### src/rtl/core/xcfr_pkg.sv
`timescale 1ns / 1ps
// Shared constants and types for the XOR-checked frame receiver.
// No dependencies; used by xcfr_parser and xor_checked_frame_receiver.
package xcfr_pkg;

  // Frame layout
  localparam int unsigned FrameLen = 11;
  localparam int unsigned PosW     = 4;
  localparam int unsigned PayloadN = 8;
  localparam int unsigned PayIdxW  = 3;

  localparam logic [PosW-1:0] PosIdle  = 4'd0;
  localparam logic [PosW-1:0] PosCheck = 4'd9;
  localparam logic [PosW-1:0] PosLast  = 4'd10;

  // Configuration registers
  localparam int unsigned CfgIdxW = 4;
  localparam logic [CfgIdxW-1:0] RegHeader = 4'd0;
  localparam logic [CfgIdxW-1:0] RegTail   = 4'd1;

  localparam logic [7:0] HeaderReset = 8'd123;
  localparam logic [7:0] TailReset   = 8'd125;

  // One decoded frame
  typedef struct packed {
    logic        [7:0]  flag;
    logic        [7:0]  status;
    logic signed [15:0] vel_x;
    logic signed [15:0] vel_y;
    logic signed [15:0] vel_z;
  } result_t;

  // Parser status toward the top level
  typedef struct packed {
    logic at_last;   // next beat closes a frame
    logic res_valid; // current beat completes a good frame
  } parse_stat_t;

endpackage

### src/rtl/core/xcfr_parser.sv
`timescale 1ns / 1ps
// Frame parser: byte position, running XOR, payload and check bytes.
// Depends on xcfr_pkg.
module xcfr_parser (
  input  logic                     clk,
  input  logic                     rst_n,
  input  logic                     beat,
  input  logic [7:0]               rx_byte,
  input  logic [7:0]               header_byte,
  input  logic [7:0]               tail_byte,
  output xcfr_pkg::parse_stat_t    stat,
  output xcfr_pkg::result_t        result
);

  logic [xcfr_pkg::PosW-1:0]    pos_r, pos_nxt;
  logic [7:0]                   xor_r, xor_nxt;
  logic [7:0]                   check_r, check_nxt;
  logic [7:0]                   payload_r [xcfr_pkg::PayloadN];
  logic [xcfr_pkg::PayIdxW-1:0] wr_idx;
  logic                         payload_we;
  logic                         good_frame;

  // positions 1..8 map to payload slots 0..7
  assign wr_idx = pos_r[xcfr_pkg::PayIdxW-1:0] - 3'd1;
  assign payload_we = beat && (pos_r != xcfr_pkg::PosIdle) && (pos_r < xcfr_pkg::PosCheck);
  assign good_frame = (rx_byte == tail_byte) && (xor_r == check_r);

  // Per-beat frame state update
  always_comb begin
    pos_nxt   = pos_r;
    xor_nxt   = xor_r;
    check_nxt = check_r;
    stat.res_valid = 1'b0;
    stat.at_last   = (pos_r >= xcfr_pkg::PosLast);
    if (beat) begin
      if (pos_r == xcfr_pkg::PosIdle) begin
        if (rx_byte == header_byte) begin
          xor_nxt = rx_byte;
          pos_nxt = 4'd1;
        end
      end else if (pos_r < xcfr_pkg::PosCheck) begin
        xor_nxt = xor_r ^ rx_byte;
        pos_nxt = pos_r + 4'd1;
      end else if (pos_r == xcfr_pkg::PosCheck) begin
        check_nxt = rx_byte;
        pos_nxt   = pos_r + 4'd1;
      end else begin
        // last position (anything past it counts as last too)
        pos_nxt        = xcfr_pkg::PosIdle;
        stat.res_valid = good_frame;
      end
    end
  end

  always_ff @(posedge clk) begin
    if (!rst_n) begin
      pos_r   <= xcfr_pkg::PosIdle;
      xor_r   <= 8'd0;
      check_r <= 8'd0;
    end else begin
      pos_r   <= pos_nxt;
      xor_r   <= xor_nxt;
      check_r <= check_nxt;
    end
  end

  // Payload bytes 1..8, no reset
  always_ff @(posedge clk) begin
    if (payload_we) begin
      payload_r[wr_idx] <= rx_byte;
    end
  end

  // Big-endian field assembly
  assign result.flag   = payload_r[0];
  assign result.status = payload_r[1];
  assign result.vel_x  = {payload_r[2], payload_r[3]};
  assign result.vel_y  = {payload_r[4], payload_r[5]};
  assign result.vel_z  = {payload_r[6], payload_r[7]};

endmodule

### src/rtl/core/xor_checked_frame_receiver.sv
`timescale 1ns / 1ps
// Top level of the XOR-checked frame receiver: config registers, output register.
// Depends on xcfr_pkg and xcfr_parser.
//
//  channel | direction | handshake          | payload
//  in_     | input     | in_valid/in_stall   | in_rx_byte
//  out_    | output    | out_valid/out_stall | out_flag, out_status, out_vel_x/y/z
//  cfg_    | input     | cfg_valid/cfg_ready | cfg_index, cfg_data
//
// One byte beat per cycle unless in_stall holds it; a good frame's result appears on out_
// in the cycle after its tail beat. Synchronous active-low reset returns to waiting for a
// header and restores header 123 and tail 125. in_stall rises only when a held
// result is stalled and the next beat would close a frame; cfg_ready is always high.
module xor_checked_frame_receiver (
  input  logic                          clk,
  input  logic                          rst_n,
  input  logic                          in_valid,
  output logic                          in_stall,
  input  logic [7:0]                    in_rx_byte,
  output logic                          out_valid,
  input  logic                          out_stall,
  output logic [7:0]                    out_flag,
  output logic [7:0]                    out_status,
  output logic signed [15:0]            out_vel_x,
  output logic signed [15:0]            out_vel_y,
  output logic signed [15:0]            out_vel_z,
  input  logic                          cfg_valid,
  output logic                          cfg_ready,
  input  logic [xcfr_pkg::CfgIdxW-1:0]  cfg_index,
  input  logic [7:0]                    cfg_data
);

  logic [7:0]            header_r;
  logic [7:0]            tail_r;
  logic                  out_valid_r, out_valid_nxt;
  xcfr_pkg::result_t     out_r;
  xcfr_pkg::result_t     result;
  xcfr_pkg::parse_stat_t stat;
  logic                  beat;

  assign cfg_ready = 1'b1;

  // Hold input only when a frame could close into a blocked output
  assign in_stall = out_valid_r && out_stall && stat.at_last;
  assign beat     = in_valid && !in_stall;

  // Configuration registers
  always_ff @(posedge clk) begin
    if (!rst_n) begin
      header_r <= xcfr_pkg::HeaderReset;
      tail_r   <= xcfr_pkg::TailReset;
    end else if (cfg_valid && cfg_ready) begin
      case (cfg_index)
        xcfr_pkg::RegHeader: header_r <= cfg_data;
        xcfr_pkg::RegTail:   tail_r   <= cfg_data;
        default: ;
      endcase
    end
  end

  xcfr_parser u_parser (
    .clk         (clk),
    .rst_n       (rst_n),
    .beat        (beat),
    .rx_byte     (in_rx_byte),
    .header_byte (header_r),
    .tail_byte   (tail_r),
    .stat        (stat),
    .result      (result)
  );

  // Output register
  assign out_valid_nxt = stat.res_valid || (out_valid_r && out_stall);

  always_ff @(posedge clk) begin
    if (!rst_n) begin
      out_valid_r <= 1'b0;
    end else begin
      out_valid_r <= out_valid_nxt;
    end
  end

  always_ff @(posedge clk) begin
    if (stat.res_valid) begin
      out_r <= result;
    end
  end

  assign out_valid  = out_valid_r;
  assign out_flag   = out_r.flag;
  assign out_status = out_r.status;
  assign out_vel_x  = out_r.vel_x;
  assign out_vel_y  = out_r.vel_y;
  assign out_vel_z  = out_r.vel_z;

endmodule

### config.mk
export PLATFORM = sky130hd
export DESIGN_NAME = xor_checked_frame_receiver
export DESIGN_NICKNAME = d
export VERILOG_FILES = /design/src/rtl/core/xcfr_pkg.sv /design/src/rtl/core/xcfr_parser.sv /design/src/rtl/core/xor_checked_frame_receiver.sv
export SDC_FILE = /design/constraint.sdc
export NUM_CORES = 1
export LEC_CHECK = 0
export BUFFER_PORTS_ARGS = -buffer_cell sky130_fd_sc_hd__buf_4
export CORE_AREA = 2 2 107 109
export DETAILED_ROUTE_END_ITERATION = 8
export DIE_AREA = 0 0 109 111
export PLACE_DENSITY = 0.76
export SLEW_MARGIN = 20
export SYNTH_ARGS = -nofsm -noshare
export SYNTH_HDL_FRONTEND = slang
export SYNTH_SLANG_ARGS = --single-unit
### constraint.sdc
create_clock -name clk -period 7.5 [get_ports clk]
set_input_delay 0.75 -clock clk [delete_from_list [all_inputs] [get_ports clk]]
set_output_delay 0.75 -clock clk [all_outputs]
set_load 0.03 [all_outputs]
# Yosys cells after proc, flatten, opt, wreduce, memory -nomap -nowiden
# Memories as Yosys holds them, arrays and structs flattened. A register that Yosys moved wholly into a read port is not among the register bits.
# Index checks and enable logic that the tools add are counted.
# totals
register_bits	37
mem_bits_rw	64
input_bits	25
out_inout_bits	67
wordCells	50
mem_count	1
# mem_list
memory	words	width	read_ports	rd_clocked_by_memory_dff	wr	line_no	text
u_parser.payload_r	8	8	8	8	1	xcfr_parser.sv:18	logic [7:0] payload_r [xcfr_pkg::PayloadN];
# classes
addsub	2
n_lt_le_gt_ge	2
eq_ne	6
mux	13
bitwise_logic	3
reduce_logical	17
# ops
operator	n
== test 8 bit	3
2-to-1 mux 8 bit	3
2-to-1 mux 4 bit	4
logical NOT 4 bit	2
bitwise XOR 8 bit	1
logical AND 1 bit	6
2-to-1 mux 1 bit	6
AND reduction 2 bit	3
adder 4 x 1 -> 4 bit, second input constant	1
== test 4 x 1 -> 1 bit, second input constant	1
== test 4 bit, second input constant	1
greater-or-equal comparator 4 bit, second input constant	1
less-than comparator 4 bit, second input constant	1
AND reduction 4 bit	1
nonzero test 4 bit	1
AND reduction 3 bit	1
subtractor 3 x 1 -> 3 bit, second input constant	1
!= test 2 bit, second input constant	1
inverter 1 bit	2
nonzero test 2 bit	1
logical NOT 1 bit	1
logical OR 1 bit	1

# Longest topological paths before layout
# Gate-level depths: netlist of the first run.
# logic_depth
ltp_word	8
mapped_depth	9

# Modules after synthesis
# A second synthesis of the first run with hierarchy kept.
# hier_totals
hier_cells	393
hier_area_um2	6112.1
# modules_own_cells
mod	instances	cells_each	area_per_inst_um2
xcfr_parser	1	250	3450.8
xor_checked_frame_receiver	1	143	2661.3

# Worst setup path after synthesis of the first run
# No wires, ideal clock.
# synth_path
path_kind	flip-flop to flip-flop
from	register u_parser.pos_r[0] (netlist name)
to	register, netlist name out_flag[0]
t_arrival_ps	5706
t_required_ps	6933
slack_ps	1226
stages_incl_launch_ff	8
period_less_slack_ps	6274
cell_sequence	dfxtp_1 clkbuf_1 inv_1 ha_1 nor3_4 o21ai_2 buf_6 nor3_1
# synth_lines
element	line_no	text
from (decl)	xcfr_parser.sv:15	logic [xcfr_pkg::PosW-1:0] pos_r, pos_nxt;
from (signal assigned)	xcfr_parser.sv:57	pos_r <= xcfr_pkg::PosIdle;
from (signal assigned)	xcfr_parser.sv:61	pos_r <= pos_nxt;

# Worst setup path in the final report of the first run
# layout_path
from	register u_parser.pos_r[0] (netlist name)
to	memory u_parser.payload_r[5][4] (enable)
# layout_between
elab_chain_len	8
elab_cells_between_ends	11
classes_between	1 x add/sub; 2 x order compare; 2 x mux; 6 x reduce/logical
# layout_lines
element	line_no	text
greater-or-equal comparator 4 bit	xcfr_parser.sv:34	stat.at_last = (pos_r >= xcfr_pkg::PosLast);
logical AND 1 bit	xor_checked_frame_receiver.sv:44	assign in_stall = out_valid_r && out_stall && stat.at_last;
logical NOT 1 bit	xor_checked_frame_receiver.sv:45	assign beat = in_valid && !in_stall;
logical AND 1 bit	xor_checked_frame_receiver.sv:45	
logical AND 1 bit (2 in a row)	xcfr_parser.sv:25	assign payload_we = beat && (pos_r != xcfr_pkg::PosIdle) && (pos_r < xcfr_pkg::PosCheck);
2-to-1 mux 1 bit	xcfr_parser.sv:69	if (payload_we) begin
2-to-1 mux 1 bit (implied by the code)	xcfr_parser.sv:70	payload_r[wr_idx] <= rx_byte;
to (decl)	xcfr_parser.sv:18	
# Parallel ways exist; a longest one is shown, timed or not.

==> results of run 1 <==
==> worst paths after layout <==
kind | from | depth (start not counted) | end | slack [ps]
setup / recovery | u_parser.pos_r[0] | 6 | u_parser.payload_r[5][4] | 4890
hold / removal | u_parser.payload_r[2][2] | 0 | out_vel_x[10] | 420
setup reg to reg | u_parser.pos_r[0] | 6 | u_parser.payload_r[5][4] | 4890
hold reg to reg | u_parser.payload_r[2][2] | 0 | out_vel_x[10] | 420
==> cell type report <==
| cell class | count | area share (%) |
|---|---|---|
| Sequential cell | 165 | 62.3 |
| Multi-Input combinational cell | 171 | 17.2 |
| Timing Repair Buffer | 93 | 9.48 |
| Clock buffer | 18 | 5.83 |
| Clock inverter | 13 | 2.65 |
| Tap cell | 143 | 2.43 |
| Inverter | 3 | 0.153 |
==> placed cells by master (no fill, tap or decap), types with 3 or more instances in the layout <==
cell,instances
nor4_1,3
nand2b_1,10
nor3_1,4
inv_1,3
ha_1,4
nor3b_1,3
nor3_2,3
inv_6,4
nand2_1,16
xnor2_1,12
nor2_1,12
clkbuf_16,17
edfxtp_1,128
dfxtp_1,37
or3b_2,8
bufinv_16,4
xor2_1,13
nor2b_1,10
o211ai_1,9
nand4_1,4
mux2i_1,24
buf_4,93
o21a_1,4
o21ai_0,3
nand3_1,10
==> state kept, by name, indices dropped and copies added (netlist names) <==
register            count
u_parser.xor_r          8
out_vel_x              16
out_status              8
out_vel_y              16
out_flag                8
u_parser.check_r        8
header_r                8
out_vel_z              16
tail_r                  8
u_parser.payload_r     64
out_valid               1
u_parser.pos_r          4
==> per-stage QoR <==
step	area (um^2)	util, %
after CTS	7350	66.4
after detailed placement	6730	60.7
final	7360	66.5
after floorplan	5890	-
after global placement	6730	60.7
after global routing	7360	66.5
==> per-layer routing <==
metal	part of all wire (%)	vias up	wire (um)	track usage, %
met4	1.3	0	140	6.41
met3	6.9	13	752	6.23
met2	49	131	5400	29.7
met5	0	-	0	0
li1	-	1512	-	-
met1	43	1570	4680	26.3
==> logic make-up after synthesis <==
family | count (synthesis) | synth area share [%]
other cells | 1 | 0.0636
compound gates | 23 | 2.95
xor+xnor | 25 | 3.72
fa+ha+maj | 4 | 0.849
mux | 24 | 4.08
buf+inv | 12 | 1.08
simple gates | 94 | 9.45
flops | 165 | 77.8
==> power groups by stage <==
| stage | combinational, uW | clock, uW | sequential [uW] |
|---|---|---|---|
| 2_1_floorplan | 17.6 | 0 | 999 |
| 3_3_place_gp | 42.0 | 0 | 999 |
| 3_5_place_dp | 43.1 | 0 | 999 |
| 4_1_cts | 43.5 | 923 | 979 |
| 5_1_grt | 47.7 | 961 | 979 |
| 6_report | 43.5 | 910 | 980 |
==> critical path: cells and delay by family, from the launching register on <==
kind	cells	cell delay, ps
compound gates	1	240
flops	1	530
fa+ha+maj	1	250
simple gates	3	1070
buf+inv	1	150
==> flow_summary.ini, run 1 <==
[pwr]
max-vdd-ir-drop_mv = 0.207
switching_share_pct = 19.5
p_seq_share_pct = 50.7
p_total_uw = 1930
combinationalPowerShare_pct = 2.3
p_per_area_nw_per_um2 = 263
power_switching_uw = 377
internal_power_uw = 1560
pwr-share-clk_pct = 47.1
leakagePower_uw = 0.00272

[clocking]
clock_latency_ps = 420
cts.sinks = 165
cts_tree = yes
cts-root-buf = clkbuf_16
h-tree-depth = 4
hold_buffers = 0
clk_path_buf_depth = 2
post_cts_buffers = 0
cts-resized-gates = 0
path_clk_slew_ps = 60
cts_buffers = 17

[synth]
ys_async_sr_fraction_pct = 0
synth_area_leader_cell = edfxtp_1
synth_area_um2 = 5890
synth-seq-cells = 165
netlist_instances = 348
synthTopCellsByArea = edfxtp_1 65%, dfxtp_1 13%, mux2i_1 4.1%
avgSynthCellArea_um2 = 16.9
synth_edf_count = 128
synth_cell_type_count = 39
synth_top_area_share_pct = 65.2
synth_ff_type = edfxtp_1
yosys-top-cells-count = 128 x edfxtp_1, 37 x dfxtp_1, 24 x mux2i_1
synthMostInstantiatedCell = edfxtp_1
yosysWarningCount = 0
synth_seq_area_share_pct = 77.8
syn-num-nets = 377

[worst_setup_path]
cp.required_ps = 7540
path_cells = inv_1 -> ha_1 -> nor3_4 -> o21a_1 -> nand2_1 -> nor3_1
critPathMaxStageDelay_ps = 790
startpoint_type = flip-flop
cp_max_fo = 10
critPathCaptureType = flip-flop
critPathSlowestCell = nor3_1
critPathArrivalTime_ps = 2650
critical_path_class = flip-flop to flip-flop

[detailed_routing]
wl_um = 11000
first_iter_violations = 204
ant_nets = 0
avgRoutedWirePerCell_um = 18.1
dr.pass1.iters = 4
vias = 3226
drcViolationCount = 0
via_per_inst = 5.32

[sta]
tightestPinTransition_ps = 1000
hold_ws_ps = 416
report.final.hold_viol_count = 0
grt_setup_unrepaired = false
slew_viol_final = 0
setup_ws_ps = 4890
finalSetupTns_ps = 0
final.setup_skew_ps = 12.9
period_share_pct = 34.9
setup_violations = 0
slew-limit-headroom_pct = 32.5
max_freq_mhz = 383
fin_crit_ps = 2610

[grt]
grt_remaining_overflow = 0
grt.total_usage_pct = 19.4
grt_max_degree = 47
antenna_found_initial = 0
grt_pass1_vias = 3139
grt_pass1_wl_um = 17000

[worst_hold_path]
hp-class = flip-flop to flip-flop

[final_layout]
fillCellCount = 747
area_growth_syn_to_layout_pct = 25.0
seqCellArea_um2 = 4580
multi_input_area_um2 = 1260
num_antenna_cells = 0
drive_above_1_share_pct = 30.2
fin_cells = 606
final_nets = 480

[flow_run]
drv_cap = 0

[run_status]
status = complete, no violations

[placed_design]
dp_hpwl_um = 6970
numPortBuffers = 90
gp_congestion = 0.862
pre_cts_ws_ps = 4760
dp_cells = 575

[floorplan]
die_h_um = 111
dieArea_um2 = 12100
num_io_pins = 92
start_util_pct = 53.2
die_w_um = 109
coreArea_um2 = 11100
row_count = 39
No activity file was read; power rests on OpenSTA's default activity.
==> inputs of run 2 (changes only) <==
Clock period 7.5 ns to 2.55 ns, I/O delays scaled along.
==> run 2 against run 1 <==
Effect of this change:
- clock power increased to 2.6 times the previous value
- hold slack got worse by 360 ps
- core utilization increased by 0.068 points
- critical path type unchanged
- largest cell class unchanged
==> flow_summary.ini, run 2 (synthesis gave the netlist of run 1 again) <==
[floorplan]
die_h_um = 111
die_w_um = 109
dieArea_um2 = 12100
start_util_pct = 53.2
num_io_pins = 92
coreArea_um2 = 11100
row_count = 39

[placed_design]
numPortBuffers = 90
gp_congestion = 0.814
dp_hpwl_um = 6980
dpl_cell_area_um2 = 6820
pre_cts_ws_ps = 386

[worst_setup_path]
cp_max_fo = 11
r2r_end = u_parser.xor_r[6]
critPathArrivalTime_ps = 2560
critical_path_class = flip-flop to flip-flop
rr_worst_depth = 6
startpoint_type = flip-flop
critPathCaptureType = flip-flop
rrSetupSlack_ps = 320
reg2reg_from = u_parser.pos_r[0]
cp.required_ps = 2880

[detailed_routing]
via_per_inst = 5.26
highest_layer = met4
wl_um = 11000
vias = 3232
drcViolationCount = 0
wl_met1_um = 4710
first_iter_violations = 247
dr.pass1.iters = 4
wl_met2_um = 5560
ant_nets = 0
avgRoutedWirePerCell_um = 17.9
dr_wl_met3_um = 698

[clocking]
cts_tree = yes
clock_latency_ps = 420
h-tree-depth = 4
hold_buffers = 0
cts-root-buf = clkbuf_16
cts-resized-gates = 0
clk_path_buf_depth = 2
cts_buffers = 17
post_cts_buffers = 0
cts.sinks = 165
path_clk_slew_ps = 70

[worst_hold_path]
hold_depth = 3
hp-start = cfg_data[4]
holdPathEnd = tail_r[4]
hp-class = input pin to flip-flop

[sta]
max_freq_mhz = 448
setup_violations = 0
slew-limit-headroom_pct = 49.8
tightestPinTransition_ps = 747
finalSetupTns_ps = 0
fin_crit_ps = 2230
final.setup_skew_ps = 10.1
slew_viol_final = 0
period_share_pct = 87.6
grt_setup_unrepaired = false
report.final.hold_viol_count = 0
setup_ws_ps = 316

[pwr]
max-vdd-ir-drop_mv = 0.443
p_total_uw = 5350
leakagePower_uw = 0.00274
p_per_area_nw_per_um2 = 726

[final_layout]
mostFrequentLayoutCells = 128 x edfxtp_1, 100 x buf_4, 35 x dfxtp_1
final_common_cell = edfxtp_1
largest-register = u_parser.payload_r
largest_reg_flops = 64
fillCellCount = 754
postLayoutCellArea_um2 = 7370
fin_util_pct = 66.5
num_antenna_cells = 0
final_nets = 488
area_growth_syn_to_layout_pct = 25.1
drive_above_1_share_pct = 32.0

[grt]
grt_pass1_wl_um = 17300
grt.total_usage_pct = 19.7
grt_remaining_overflow = 0
antenna_found_initial = 0
grt_max_degree = 49
grt_pass1_vias = 3134

[run_status]
status = complete, no violations

[flow_run]
drv_cap = 0
-- run 2: cell types whose count changed in the layout (fill, tap and decap cells not counted), sizes merged --
| cell | delta |
|---|---|
| inv | +3 |
| clkinv | +2 |
| bufinv | -4 |
| buf | +8 |
-- run 2: stage by stage --
stage               hold WS, ps  std cells
floorplan                   354        348
global placement            401        583
detailed placement          405        583
CTS                        45.5        615
global route               44.4        615
finish                     58.8        615
-- run 2: worst max-delay path, cell delays in order (launching register included) --
cell,delay (ps)
dfxtp_2,470
inv_4,80
ha_1,250
nor3_4,190
o21ai_2,210
or4_1,710
o211ai_1,240
-- run 2: worst max path at each step --
stage	start	end	slack [ps]	cells past startpoint
final	u_parser.pos_r[0]	u_parser.xor_r[6]	320	6
after global routing	u_parser.pos_r[0]	u_parser.xor_r[5]	210	6
after CTS	u_parser.pos_r[0]	u_parser.xor_r[6]	330	6
after detailed placement	u_parser.pos_r[0]	u_parser.xor_r[6]	390	6
after global placement	u_parser.pos_r[0]	u_parser.pos_r[2]	460	7
after floorplan	u_parser.pos_r[0]	out_flag[0]	-540	7
-- run 2: report_power, final --
part	internal [uW]	leakage, uW	total, uW	switching [uW]
clock	1270	0.000262	2340	1060
combinational	49.8	0.00102	133	82.8
sequential	2880	0.00145	2880	3.42
-- run 2: area by class of cell --
cell class	instances	area, um^2	share of cell area [%]
inverters	3	13.8	0.187
clock inverters	14	116	1.58
multi-input cells	171	1270	17.3
flip-flops and latches	165	4590	62.2
well taps	143	179	2.43
clock buffers	18	429	5.82
repair buffers	101	771	10.5
-- run 2: routing by layer --
metal / vias up / global-route usage (%)
met5: - / 0
met4: 0 / 5.13
met3: 8 / 5.64
met1: 1580 / 26.9
li1: 1525 / -
met2: 119 / 31.1
